$ cat src/qrs_hilb_pkg.sv
// shared types and constants for the quarter-rate shift hilbert unit
package qrs_hilb_pkg;
    localparam int GUARD_BITS = 4;
    localparam int WORD_BITS = 32;
    localparam int ROWS = 8;

    typedef enum logic [2:0] {
        t_ST_IDLE, t_ST_LOAD, t_ST_MAC, t_ST_END, t_ST_OUT
    } t_state;

    typedef struct packed {
        logic       start;
        logic       clear_acc;
        logic       mac;
        logic [2:0] tap;
        logic       finish_sec;
        logic       finish_out;
    } t_cmd;

    function automatic logic signed [31:0] coef_q30(input logic [2:0] row,
                                                    input logic [2:0] k);
        logic signed [31:0] c;
        c = 32'sd0;
        unique case (row)
            3'd0: unique case (k)
                3'd0, 3'd2: c = 32'sd270098134;
                3'd1: c = 32'sd540196268;
                3'd4: c = -32'sd6650712;
                default: c = 32'sd0;
            endcase
            3'd1: unique case (k)
                3'd0, 3'd2: c = 32'sd283907488;
                3'd1: c = 32'sd567814976;
                3'd4: c = -32'sd61888128;
                default: c = 32'sd0;
            endcase
            3'd2: unique case (k)
                3'd0, 3'd2: c = 32'sd314491699;
                3'd1: c = 32'sd628983398;
                3'd4: c = -32'sd184224972;
                default: c = 32'sd0;
            endcase
            3'd3: unique case (k)
                3'd0, 3'd2: c = 32'sd369239629;
                3'd1: c = 32'sd738479258;
                3'd4: c = -32'sd403216690;
                default: c = 32'sd0;
            endcase
            3'd4: unique case (k)
                3'd0, 3'd2: c = 32'sd464246724;
                3'd1: c = 32'sd928493448;
                3'd4: c = -32'sd783245072;
                default: c = 32'sd0;
            endcase
            default: c = (k == 3'd0) ? 32'sd1073741824 : 32'sd0;
        endcase
        return c;
    endfunction
endpackage

$ cat src/qrs_ctrl.sv
// sequencer: walks three cascades, five taps per section
module qrs_ctrl #(
    parameter int SECTIONS = 5
) (
    input  logic                 i_clk,
    input  logic                 i_rst_n,
    input  logic                 i_valid,
    output logic                 o_ready,
    output logic                 o_valid,
    input  logic                 i_ready,
    output qrs_hilb_pkg::t_cmd   o_cmd,
    output logic [1:0]           o_path,
    output logic [2:0]           o_sec
);
    import qrs_hilb_pkg::*;
    localparam int SW = (SECTIONS > 1) ? $clog2(SECTIONS) : 1;

    t_state r_state, n_state;
    logic [1:0] r_path, n_path;
    logic [SW-1:0] r_sec, n_sec;
    logic [2:0] r_tap, n_tap;

    always_ff @(posedge i_clk) begin
        if (!i_rst_n) begin
            r_state <= t_ST_IDLE;
            r_path <= '0;
            r_sec <= '0;
            r_tap <= '0;
        end else begin
            r_state <= n_state;
            r_path <= n_path;
            r_sec <= n_sec;
            r_tap <= n_tap;
        end
    end

    always_comb begin
        n_state = r_state;
        n_path = r_path;
        n_sec = r_sec;
        n_tap = r_tap;
        o_cmd = '0;
        o_cmd.tap = r_tap;
        o_ready = 1'b0;
        o_valid = 1'b0;
        unique case (r_state)
            t_ST_IDLE: begin
                o_ready = 1'b1;
                if (i_valid) begin
                    o_cmd.start = 1'b1;
                    n_state = t_ST_LOAD;
                    n_path = 2'd0;
                    n_sec = '0;
                end
            end
            t_ST_LOAD: begin
                o_cmd.clear_acc = 1'b1;
                n_tap = 3'd0;
                n_state = t_ST_MAC;
            end
            t_ST_MAC: begin
                o_cmd.mac = 1'b1;
                if (r_tap == 3'd4) n_state = t_ST_END;
                else n_tap = r_tap + 3'd1;
            end
            t_ST_END: begin
                o_cmd.finish_sec = 1'b1;
                if (r_sec == SW'(SECTIONS - 1)) begin
                    n_sec = '0;
                    if (r_path == 2'd2) begin
                        o_cmd.finish_out = 1'b1;
                        n_state = t_ST_OUT;
                    end else begin
                        n_path = r_path + 2'd1;
                        n_state = t_ST_LOAD;
                    end
                end else begin
                    n_sec = r_sec + SW'(1);
                    n_state = t_ST_LOAD;
                end
            end
            t_ST_OUT: begin
                o_valid = 1'b1;
                if (i_ready) n_state = t_ST_IDLE;
            end
            default: n_state = t_ST_IDLE;
        endcase
    end

    assign o_path = r_path;
    assign o_sec = 3'(r_sec);
endmodule

$ cat config.mk
export PLATFORM = sky130hd
export DESIGN_NAME = qrs_ctrl
export DESIGN_NICKNAME = d
export VERILOG_FILES = /design/src/qrs_hilb_pkg.sv /design/src/qrs_ctrl.sv
export SDC_FILE = /design/constraint.sdc
export NUM_CORES = 1
export LEC_CHECK = 0
export ABC_CLOCK_PERIOD_IN_PS = 1810
export BUFFER_PORTS_ARGS = -buffer_cell sky130_fd_sc_hd__buf_2
export CAP_MARGIN = 20
export CORE_UTILIZATION = 48
export DETAILED_ROUTE_END_ITERATION = 6
export GPL_ROUTABILITY_DRIVEN = 0
export PLACE_DENSITY = 0.75
export SLEW_MARGIN = 15
export SYNTH_ARGS = -nofsm -noshare
export SYNTH_HDL_FRONTEND = slang
export SYNTH_SLANG_ARGS = --single-unit
$ cat constraint.sdc
create_clock -name i_clk -period 1.81 [get_ports i_clk]
set_clock_uncertainty 0.1 [all_clocks]
set_input_delay 0.2715 -clock i_clk [delete_from_list [all_inputs] [get_ports i_clk]]
set_output_delay 0.2715 -clock i_clk [all_outputs]
set_load 0.05 [all_outputs]
# Word-level counts from Yosys, hierarchy flattened
# Index checks and enable logic that the tools add are counted.
[totals] ff_bits=11 inputBits=4 wordCells=51
[op_classes] add_sub_neg=3 n_eq_ne=13 muxes=24 n_reduce_logical=7
[ops] operator="$mux 3" n=8
[ops] operator="$pmux 3 s5" n=1
[ops] operator="$ne 2x2->1 const B" n=6
[ops] operator="$pmux 3 s2" n=2
[ops] operator="$eq 3x3->1 const B" n=3
[ops] operator="$mux 1" n=8
[ops] operator="$mux 2" n=4
[ops] operator="$add 3x1->3 const B" n=2
[ops] operator="$eq 3x2->1 const B" n=2
[ops] operator="$pmux 2 s2" n=1
[ops] operator="$reduce_and 2->1" n=2
[ops] operator="$reduce_and 4->1" n=1
[ops] operator="$reduce_bool 2->1" n=2
[ops] operator="$eq 3x1->1 const B" n=1
[ops] operator="$logic_not 3->1" n=1
[ops] operator="$reduce_and 3->1" n=1
[ops] operator="$add 2x1->2 const B" n=1
[ops] operator="$eq 2x2->1 const B" n=1

# Depth between registers and ports, before layout
# Gate-level depths: netlist of the first run.
[logic_depth] word_depth=4 depth_mapped=6 ltp_nobuf=6

# Worst setup path after synthesis of the first run
# No wires, ideal clock.
[synth_timing] path_type="flip-flop to flip-flop" start="register r_state[0]" end="register r_path[0] (netlist: o_path[0])" setup_ns=0.142 arrival_ns=2.272 t_required_ns=1.568 path_slack_ns=-0.704 path_stages_with_launch=5 path_buffers=1 path_cell_list="dfxtp_1 buf_6 nor3_1 and2_1 o31ai_1"
[synth_between] elab_chain_cells=3 elab_cells_between_ends=8 classes_between="4 x eq/ne; 1 x mux; 3 x reduce/logical"
[synth_rtl] item="start: declaration" line_no="qrs_ctrl.sv:18" source="t_state r_state, n_state;"
[synth_rtl] item="start signal: assignment" line_no="qrs_ctrl.sv:25" source="r_state <= t_ST_IDLE;"
[synth_rtl] item="start signal: assignment" line_no="qrs_ctrl.sv:30" source="r_state <= n_state;"
[synth_rtl] item="$eq 3x2->1 or $logic_not 3->1 (tied branches)" line_no="qrs_ctrl.sv:46" source="unique case (r_state)"
[synth_rtl] item="$ne 2x2->1 (no line) or $reduce_bool 2->1 (tied branches)"
[synth_rtl] item="$reduce_and 4->1 (no line)"
[synth_rtl] item="end signal: assignment" line_no="qrs_ctrl.sv:31" source="r_path <= n_path;"
[synth_rtl] item="end: declaration" line_no="qrs_ctrl.sv:19" source="logic [1:0] r_path, n_path;"
# Several ways; a longest one is shown, not always the timed one.
# A chain may end at the register's enable or synchronous reset.

==> results of run 1 <==
metrics by stage:
step / setup WS, ns / utilization [%] / instances / instance area [µm²]
after floorplan: 0.0218 / - / 79 / 658
after global placement: 0.259 / 63.6 / 108 / 744
after detailed placement: 0.202 / 63.6 / 108 / 744
after CTS: 0.0133 / 66.2 / 112 / 776
after global routing: 0.0113 / 66.9 / 112 / 783
final: 0.128 / 66.9 / 112 / 783
layer usage:
| layer | up-vias | global-route usage [%] | wire, µm | share of wire [%] |
|---|---|---|---|---|
| met3 | 4 | 6.98 | 64 | 5.0 |
| met1 | 265 | 25.7 | 643 | 50 |
| li1 | 314 | - | - | - |
| met4 | 0 | 12.9 | 29 | 2.3 |
| met2 | 13 | 28.0 | 540 | 42 |
| met5 | - | 0 | 0 | 0 |
flip-flops by register name (all words and copies together), names as in the netlist:
| register | cells |
|---|---|
| o_sec | 3 |
| r_state | 3 |
| o_path | 2 |
| r_tap | 3 |
worst max path at each step:
stage / from / endpoint / slack [ns] / cells past startpoint
2_1_floorplan: r_tap[0] / r_tap[0] / 0.02 / 6
3_3_place_gp: r_state[0] / o_cmd[1] / 0.26 / 3
3_5_place_dp: r_state[0] / o_path[0] / 0.20 / 4
4_1_cts: r_state[2] / o_cmd[0] / 0.01 / 3
5_1_grt: o_sec[0] / o_cmd[0] / 0.01 / 5
6_report: o_sec[0] / o_cmd[0] / 0.13 / 5
worst max-delay path: stages (launching register included):
cell	delay [ns]
sky130_fd_sc_hd__dfxtp_1	0.32
sky130_fd_sc_hd__inv_1	0.09
sky130_fd_sc_hd__ha_1	0.19
sky130_fd_sc_hd__nand3_1	0.14
sky130_fd_sc_hd__nor2_4	0.13
sky130_fd_sc_hd__buf_6	0.17
power by group through the flow:
stage	logic, µW	clock network (µW)	registers [µW]
after detailed placement	101	0	263
after global placement	101	0	263
after floorplan	84.7	0	262
after CTS	102	176	258
final	102	171	258
after global routing	109	190	260
kinds of logic after synthesis:
kind of cell               after synthesis
buffers and inverters                   11
DFF                                     11
and+or+nand+nor                         32
AOI/OAI and AO/OA                       20
adders and majority gates                5
Yosys cell counts, drive strengths merged (2+ instances only):
| cell | n |
|---|---|
| nand3b | 2 |
| a21oi | 7 |
| nand2b | 4 |
| o31ai | 4 |
| inv | 8 |
| o21ai | 4 |
| ha | 5 |
| nand2 | 7 |
| dfxtp | 11 |
| or3 | 2 |
| nor3 | 2 |
| buf | 2 |
| nand3 | 3 |
| nor2 | 6 |
| and2 | 3 |
what timing repair did:
item / 4_1_cts / 5_1_grt
setup buffers: 0 / 0
pin swaps: 0 / 0
resized for setup: 3 / 4
endpoints found under the setup margin: 2 / 2
area by class of cell:
cell class	count	area share (%)
Inverter	8	3.83
Tap cell	14	2.24
Multi-Input combinational cell	57	49.4
Timing Repair Buffer	18	12.6
Sequential cell	11	28.6
Clock buffer	4	3.35
==> report_table.html, run 1 <==
<table>
<tr><th>Metric</th><th>Value</th></tr>
<tr><th colspan="2">Synthesis</th></tr>
<tr><td>Synthesized area per cell</td><td>approximately 8 µm²</td></tr>
<tr><td>Syn Inst Count</td><td>79</td></tr>
<tr><td>Xor and xnor area share after synthesis</td><td>0%</td></tr>
<tr><td>Adder-cell share of the synthesized area</td><td>9.80%</td></tr>
<tr><td>Number of warnings printed during yosys synthesis</td><td>0</td></tr>
<tr><td>Mapped Area</td><td>638 µm²</td></tr>
<tr><td>Post-synthesis async set-or-reset flop share</td><td>0%</td></tr>
<tr><td>Area fraction in and, or, nand and nor cells after synthesis</td><td>27.5%</td></tr>
<tr><td>Synth Area in Compound Gates</td><td>between 20 and 25%</td></tr>
<tr><td>Proportion of synthesized chip area in sequential cells</td><td>roughly a third</td></tr>
<tr><td>Proportion of netlist area held by the largest area contributor</td><td>34.5%</td></tr>
<tr><td>Mux cell area share after synthesis</td><td>0%</td></tr>
<tr><td>Combinational family with the most area after synthesis</td><td>simple AND/OR/NAND/NOR gates</td></tr>
<tr><td>Number of enable-type register cells in the synthesized netlist</td><td>0</td></tr>
<tr><td>Number of flip-flops and latches in the synthesized netlist</td><td>11</td></tr>
<tr><td>Leading post-synthesis cells by cell area</td><td>sky130_fd_sc_hd__dfxtp_1 (35%), sky130_fd_sc_hd__ha_1 (9.8%), sky130_fd_sc_hd__a21oi_1 (5.5%), sky130_fd_sc_hd__inv_1 (4.7%), sky130_fd_sc_hd__o31ai_1 (4.7%)</td></tr>
<tr><td>Mapped Nets</td><td>88</td></tr>
<tr><td>Post-synth top flop</td><td>sky130_fd_sc_hd__dfxtp_1</td></tr>
<tr><td>Post-synth top area cell</td><td>sky130_fd_sc_hd__dfxtp_1</td></tr>
<tr><td>Post-synth cell types</td><td>27</td></tr>
<tr><th colspan="2">Power and ir drop</th></tr>
<tr><td>Ratio of total power to cell area</td><td>around 680 nW/µm²</td></tr>
<tr><td>Worst supply voltage drop on vdd</td><td>0.412 mV</td></tr>
<tr><td>Pint</td><td>364 µW</td></tr>
<tr><td>Switching Fraction</td><td>31.4%</td></tr>
<tr><td>Combinational fraction of design power</td><td>19.1%</td></tr>
<tr><td>Sequential Power Share</td><td>48.7%</td></tr>
<tr><td>Fraction of power consumed by the clock network</td><td>about a third</td></tr>
<tr><td>Switching power of the nets</td><td>167 µW</td></tr>
<tr><td>Pwr Total</td><td>531 µW</td></tr>
<tr><td>Leakage power of the design</td><td>between 0.0003 and 0.0004 µW</td></tr>
<tr><th colspan="2">Drt</th></tr>
<tr><td>Average via count per standard cell</td><td>roughly 5.3</td></tr>
<tr><td>Final WL</td><td>between 1000 and 1500 µm</td></tr>
<tr><td>Total via count after detailed routing</td><td>596</td></tr>
<tr><td>DRC errors left</td><td>0</td></tr>
<tr><td>Initial DRC Count</td><td>7</td></tr>
<tr><td>Antenna Nets Post-Route</td><td>0</td></tr>
<tr><td>Detailed-route wire length per cell</td><td>11.4 µm</td></tr>
<tr><td>Number of iterations in the first detailed-routing pass</td><td>3</td></tr>
<tr><th colspan="2">Placed design</th></tr>
<tr><td>HPWL reported at the end of detailed placement</td><td>~960 µm</td></tr>
<tr><td>Number of buffers added on ports</td><td>18</td></tr>
<tr><th colspan="2">Worst setup path</th></tr>
<tr><td>Crit-path max FO</td><td>3</td></tr>
<tr><td>Kind of end point of the critical path</td><td>primary output</td></tr>
<tr><td>Length in cells of the worst reg-to-reg path</td><td>6</td></tr>
<tr><td>Endpoint arrival time on the critical path</td><td>roughly 1.3 ns</td></tr>
<tr><td>Required time of the critical path</td><td>1.44 ns</td></tr>
<tr><td>Reg-to-reg slack, setup</td><td>0.27 ns</td></tr>
<tr><td>RR Endpoint</td><td>r_tap[0]</td></tr>
<tr><td>Critical path type</td><td>flip-flop to primary output</td></tr>
<tr><td>Reg2reg start</td><td>r_tap[0]</td></tr>
<tr><td>Critical Path Start Type</td><td>flip-flop</td></tr>
<tr><th colspan="2">Finish</th></tr>
<tr><td>Layout net count</td><td>108</td></tr>
<tr><td>Filler cell count in the final layout</td><td>between 100 and 150</td></tr>
<tr><td>Most common cell after layout, fill and taps aside</td><td>sky130_fd_sc_hd__buf_2</td></tr>
<tr><td>Seq. cell area</td><td>224 µm²</td></tr>
<tr><td>Ratio of cells with drive above 1 in the final layout</td><td>30.6%</td></tr>
<tr><td>Layout-stage area growth over the synthesis result</td><td>22.7%</td></tr>
<tr><td>Commonest non-fill, non-tap cells in the layout</td><td>sky130_fd_sc_hd__buf_2 (16), sky130_fd_sc_hd__inv_1 (8), sky130_fd_sc_hd__dfxtp_1 (8)</td></tr>
<tr><td>Total inserted antenna cells</td><td>0</td></tr>
<tr><td>Area of the multi-input gates</td><td>roughly 390 µm²</td></tr>
<tr><th colspan="2">Min path</th></tr>
<tr><td>Start point of the worst hold path</td><td>i_valid</td></tr>
<tr><td>Hold Path End</td><td>r_state[0]</td></tr>
<tr><td>Class of the tightest hold or removal check</td><td>primary input to flip-flop</td></tr>
<tr><td>Cell count of the worst hold path</td><td>3</td></tr>
<tr><th colspan="2">Clocking</th></tr>
<tr><td>Total CTS buffers</td><td>3</td></tr>
<tr><td>Clk pin slew, worst setup/hold paths</td><td>0.07 ns</td></tr>
<tr><td>Clock tree from TritonCTS</td><td>done</td></tr>
<tr><td>Clock latency on the worst-skew pair</td><td>0.27 ns</td></tr>
<tr><td>Buffer type at the clock tree root</td><td>sky130_fd_sc_hd__clkbuf_4</td></tr>
<tr><td>Clock buffer depth</td><td>2</td></tr>
<tr><td>Number of buffers inserted by hold repair at cts</td><td>0</td></tr>
<tr><td>Number of sinks on the clock net</td><td>11</td></tr>
<tr><td>Number of H-tree branching levels</td><td>1</td></tr>
<tr><th colspan="2">STA</th></tr>
<tr><td>Minimum clock period</td><td>1.68 ns</td></tr>
<tr><td>Final Cycle Share</td><td>92.9%</td></tr>
<tr><td>Peak Freq</td><td>595 MHz</td></tr>
<tr><td>Number of slew-limit violations in the final report</td><td>0</td></tr>
<tr><td>Sum Neg Setup Slack</td><td>0 ns</td></tr>
<tr><td>Hold Worst Slack</td><td>0.192 ns</td></tr>
<tr><td>RSZ-0062 raised after global routing</td><td>no</td></tr>
<tr><td>Final count of hold timing violations</td><td>0</td></tr>
<tr><td>Transition time of the tightest slew-check pin</td><td>0.423 ns</td></tr>
<tr><td>Worst slew margin relative to its limit</td><td>71.6%</td></tr>
<tr><td>Endpoints failing setup</td><td>0</td></tr>
<tr><th colspan="2">Global route</th></tr>
<tr><td>First-pass GRT wire length</td><td>1940 µm</td></tr>
<tr><td>Pin count of the biggest net entering global routing</td><td>13</td></tr>
<tr><td>Overall fraction of global-route tracks in use</td><td>between 20% and 30%</td></tr>
<tr><td>Overflow left after global routing</td><td>0</td></tr>
<tr><td>Via count of the first global-routing pass</td><td>456</td></tr>
<tr><td>Antenna violations before repair</td><td>0</td></tr>
<tr><th colspan="2">Die</th></tr>
<tr><td>Total Die Area</td><td>1480 µm²</td></tr>
<tr><td>Die Span Y</td><td>38.5 µm</td></tr>
<tr><td>Area of the core</td><td>~1200 µm²</td></tr>
<tr><td>Starting density of the core</td><td>54.5%</td></tr>
<tr><td>Die width</td><td>38.5 µm</td></tr>
<tr><td>Number of rows in the core area</td><td>12</td></tr>
<tr><td>Count of pins on the block boundary</td><td>19</td></tr>
<tr><th colspan="2">Outcome</th></tr>
<tr><td>Outcome</td><td>completed</td></tr>
<tr><th colspan="2">Flow run</th></tr>
<tr><td>Max-cap viol count</td><td>0</td></tr>
</table>
Power figures use the tool's default switching activity.
==> run 2: changes to the inputs <==
--- a/config.mk
+++ b/config.mk
@@ -5,6 +5,7 @@
 export SDC_FILE = /design/constraint.sdc
 export NUM_CORES = 1
 export LEC_CHECK = 0
+export ABC_AREA = 1
 export ABC_CLOCK_PERIOD_IN_PS = 1810
 export BUFFER_PORTS_ARGS = -buffer_cell sky130_fd_sc_hd__buf_2
 export CAP_MARGIN = 20
==> report_table.html, run 2 <==
<table>
<tr><th>Metric</th><th>Value</th></tr>
<tr><th colspan="2">Clocking</th></tr>
<tr><td>Clock latency on the worst-skew pair</td><td>0.27 ns</td></tr>
<tr><td>Buffer type at the clock tree root</td><td>sky130_fd_sc_hd__clkbuf_4</td></tr>
<tr><td>Clock buffer depth</td><td>2</td></tr>
<tr><td>Total CTS buffers</td><td>3</td></tr>
<tr><td>Clock tree from TritonCTS</td><td>done</td></tr>
<tr><td>Number of buffers inserted by hold repair at cts</td><td>0</td></tr>
<tr><td>Number of H-tree branching levels</td><td>1</td></tr>
<tr><td>Clk pin slew, worst setup/hold paths</td><td>0.07 ns</td></tr>
<tr><td>Number of sinks on the clock net</td><td>11</td></tr>
<tr><th colspan="2">Global route</th></tr>
<tr><td>Pin count of the biggest net entering global routing</td><td>8</td></tr>
<tr><td>Antenna violations before repair</td><td>0</td></tr>
<tr><td>Via count of the first global-routing pass</td><td>between 500 and 600</td></tr>
<tr><td>Overall fraction of global-route tracks in use</td><td>between 20% and 30%</td></tr>
<tr><td>First-pass GRT wire length</td><td>2160 µm</td></tr>
<tr><td>Overflow left after global routing</td><td>0</td></tr>
<tr><th colspan="2">Finish</th></tr>
<tr><td>Ratio of cells with drive above 1 in the final layout</td><td>about 29%</td></tr>
<tr><td>Commonest non-fill, non-tap cells in the layout</td><td>sky130_fd_sc_hd__inv_1 (23), sky130_fd_sc_hd__nand2_1 (17), sky130_fd_sc_hd__buf_2 (15)</td></tr>
<tr><td>Layout net count</td><td>131</td></tr>
<tr><td>Filler cell count in the final layout</td><td>about 120</td></tr>
<tr><td>Layout-stage area growth over the synthesis result</td><td>26.1%</td></tr>
<tr><td>Total inserted antenna cells</td><td>0</td></tr>
<tr><td>Most common cell after layout, fill and taps aside</td><td>sky130_fd_sc_hd__inv_1</td></tr>
<tr><th colspan="2">Min path</th></tr>
<tr><td>Class of the tightest hold or removal check</td><td>primary input to flip-flop</td></tr>
<tr><th colspan="2">STA</th></tr>
<tr><td>Crit path setup slack, layout</td><td>0.0995 ns</td></tr>
<tr><td>RSZ-0062 raised after global routing</td><td>no</td></tr>
<tr><td>Minimum clock period</td><td>1.71 ns</td></tr>
<tr><td>Final count of hold timing violations</td><td>0</td></tr>
<tr><td>Endpoints failing setup</td><td>0</td></tr>
<tr><td>Number of slew-limit violations in the final report</td><td>0</td></tr>
<tr><td>Worst slew margin relative to its limit</td><td>83.4%</td></tr>
<tr><td>Final Cycle Share</td><td>94.5%</td></tr>
<tr><td>Peak Freq</td><td>585 MHz</td></tr>
<tr><td>Transition time of the tightest slew-check pin</td><td>0.247 ns</td></tr>
<tr><td>Sum Neg Setup Slack</td><td>0 ns</td></tr>
<tr><th colspan="2">Drt</th></tr>
<tr><td>Average via count per standard cell</td><td>slightly below 5</td></tr>
<tr><td>Number of iterations in the first detailed-routing pass</td><td>4</td></tr>
<tr><td>Total via count after detailed routing</td><td>653</td></tr>
<tr><td>WL met3</td><td>approximately 53 µm</td></tr>
<tr><td>Final WL</td><td>1370 µm</td></tr>
<tr><td>Metal1 wirelength</td><td>673 µm</td></tr>
<tr><td>Antenna Nets Post-Route</td><td>0</td></tr>
<tr><td>Initial DRC Count</td><td>14</td></tr>
<tr><td>Top layer reached by signal wires</td><td>met4</td></tr>
<tr><td>Met2 WL</td><td>631 µm</td></tr>
<tr><td>DRC errors left</td><td>0</td></tr>
<tr><td>Detailed-route wire length per cell</td><td>between 10 and 15 µm</td></tr>
<tr><th colspan="2">Synthesis</th></tr>
<tr><td>Post-synthesis async set-or-reset flop share</td><td>0%</td></tr>
<tr><td>Proportion of netlist area held by the largest area contributor</td><td>34.0%</td></tr>
<tr><td>Synthesized area per cell</td><td>approximately 6.5 µm²</td></tr>
<tr><td>Number of enable-type register cells in the synthesized netlist</td><td>0</td></tr>
<tr><td>Mapped Area</td><td>approximately 650 µm²</td></tr>
<tr><td>Most numerous cell types in the synthesized netlist</td><td>sky130_fd_sc_hd__inv_1 (23), sky130_fd_sc_hd__nand2_1 (17), sky130_fd_sc_hd__nor2_1 (12)</td></tr>
<tr><td>Proportion of synthesized chip area in sequential cells</td><td>around a third</td></tr>
<tr><td>Number of flip-flops and latches in the synthesized netlist</td><td>11</td></tr>
<tr><td>Post-synth cell types</td><td>14</td></tr>
<tr><td>Leading post-synthesis cells by cell area</td><td>sky130_fd_sc_hd__dfxtp_1 (34%), sky130_fd_sc_hd__inv_1 (13%), sky130_fd_sc_hd__nand2_1 (9.8%), sky130_fd_sc_hd__ha_1 (9.7%), sky130_fd_sc_hd__a21oi_1 (6.9%)</td></tr>
<tr><td>Number of warnings printed during yosys synthesis</td><td>0</td></tr>
<tr><td>Syn Inst Count</td><td>99</td></tr>
<tr><td>Post-synth top flop</td><td>sky130_fd_sc_hd__dfxtp_1</td></tr>
<tr><td>Cell with the most instances after synthesis</td><td>sky130_fd_sc_hd__inv_1</td></tr>
<tr><td>Post-synth top area cell</td><td>sky130_fd_sc_hd__dfxtp_1</td></tr>
<tr><td>Mapped Nets</td><td>108</td></tr>
<tr><th colspan="2">Placed design</th></tr>
<tr><td>Number of buffers added on ports</td><td>18</td></tr>
<tr><td>Worst slack, placed</td><td>0.302 ns</td></tr>
<tr><td>HPWL reported at the end of detailed placement</td><td>1070 µm</td></tr>
<tr><th colspan="2">Worst setup path</th></tr>
<tr><td>Kind of end point of the critical path</td><td>primary output</td></tr>
<tr><td>Endpoint arrival time on the critical path</td><td>1.34 ns</td></tr>
<tr><td>Required time of the critical path</td><td>approximately 1.4 ns</td></tr>
<tr><td>Critical path type</td><td>flip-flop to primary output</td></tr>
<tr><td>Critical Path Start Type</td><td>flip-flop</td></tr>
<tr><td>Crit-path max FO</td><td>5</td></tr>
<tr><th colspan="2">Outcome</th></tr>
<tr><td>Outcome</td><td>completed</td></tr>
<tr><th colspan="2">Power and ir drop</th></tr>
<tr><td>Leakage power of the design</td><td>approximately 0.00043 µW</td></tr>
<tr><td>Ratio of total power to cell area</td><td>~1000 nW/µm²</td></tr>
<tr><td>Worst supply voltage drop on vdd</td><td>approximately 0.66 mV</td></tr>
<tr><th colspan="2">Die</th></tr>
<tr><td>Area of the core</td><td>1190 µm²</td></tr>
<tr><td>Die Span Y</td><td>38.7 µm</td></tr>
<tr><td>Number of rows in the core area</td><td>12</td></tr>
<tr><td>Starting density of the core</td><td>a little over half</td></tr>
<tr><td>Count of pins on the block boundary</td><td>19</td></tr>
<tr><td>Total Die Area</td><td>about 1500 µm²</td></tr>
<tr><td>Die width</td><td>38.7 µm</td></tr>
<tr><th colspan="2">Flow run</th></tr>
<tr><td>Max-cap viol count</td><td>0</td></tr>
</table>
run 2: kinds of logic (layout without fill, tap and decap cells):
| logic type | Yosys count | count (layout) | share of synthesized area, % |
|---|---|---|---|
| and+or+nand+nor | 44 | 44 | 30.1 |
| buffers and inverters | 23 | 45 | 13.3 |
| AOI/OAI and AO/OA | 15 | 15 | 11.6 |
| DFF | 11 | 11 | 34.0 |
| adders and majority gates | 5 | 5 | 9.65 |
| xor gates and xnor gates | 1 | 1 | 1.35 |
run 2: path summary, 6_finish.rpt:
kind / from / to / slack [ns] / cells past startpoint
max: o_sec[0] / o_cmd[0] / 0.1 / 7
min: i_ready / r_state[2] / 0.18 / 4
max reg2reg: r_state[2] / r_tap[1] / 0.35 / 8
min reg2reg: o_sec[0] / o_sec[0] / 0.36 / 1
run 2: worst max-delay path: stages (launching register included):
cell	delay (ns)
sky130_fd_sc_hd__dfxtp_2	0.34
sky130_fd_sc_hd__inv_1	0.06
sky130_fd_sc_hd__ha_1	0.14
sky130_fd_sc_hd__nand2_1	0.07
sky130_fd_sc_hd__inv_1	0.05
sky130_fd_sc_hd__nand2_1	0.07
sky130_fd_sc_hd__nor2_2	0.10
sky130_fd_sc_hd__clkbuf_4	0.24
run 2: through the flow:
step	util, %	cell area, µm²	hold WS [ns]	power, µW	cells
3_5_place_dp	64.9	769	0.395	676	131
5_1_grt	68.9	817	0.181	905	135
6_report	68.9	817	0.179	850	135
4_1_cts	67.5	801	0.180	847	135
2_1_floorplan	-	662	0.292	599	99
3_3_place_gp	64.9	769	0.387	669	131
run 2: power by group:
group	total (µW)	internal [µW]	switching [µW]
Combinational	374	99.6	275
Sequential	308	274	34.3
Clock	168	85.4	83.0
run 2: routing by layer:
metal,track usage [%],vias to the layer above
met5,0,-
met4,7.76,0
met3,8.67,2
met2,34.2,11
met1,26.7,290
li1,-,350
run 2: what timing repair did:
item | in CTS | in global routing
setup buffers | 0 | 0
setup endpoints to repair | 1 | 3
gates resized for setup | 1 | 11
run 2: cell type report:
class	instances	area [µm²]	area share (%)
Timing Repair Buffer	18	97.6	11.9
Tap cell	14	17.5	2.14
Clock buffer	4	26.3	3.22
Sequential cell	11	226	27.7
Multi-Input combinational cell	65	363	44.4
Inverter	23	86.3	10.6
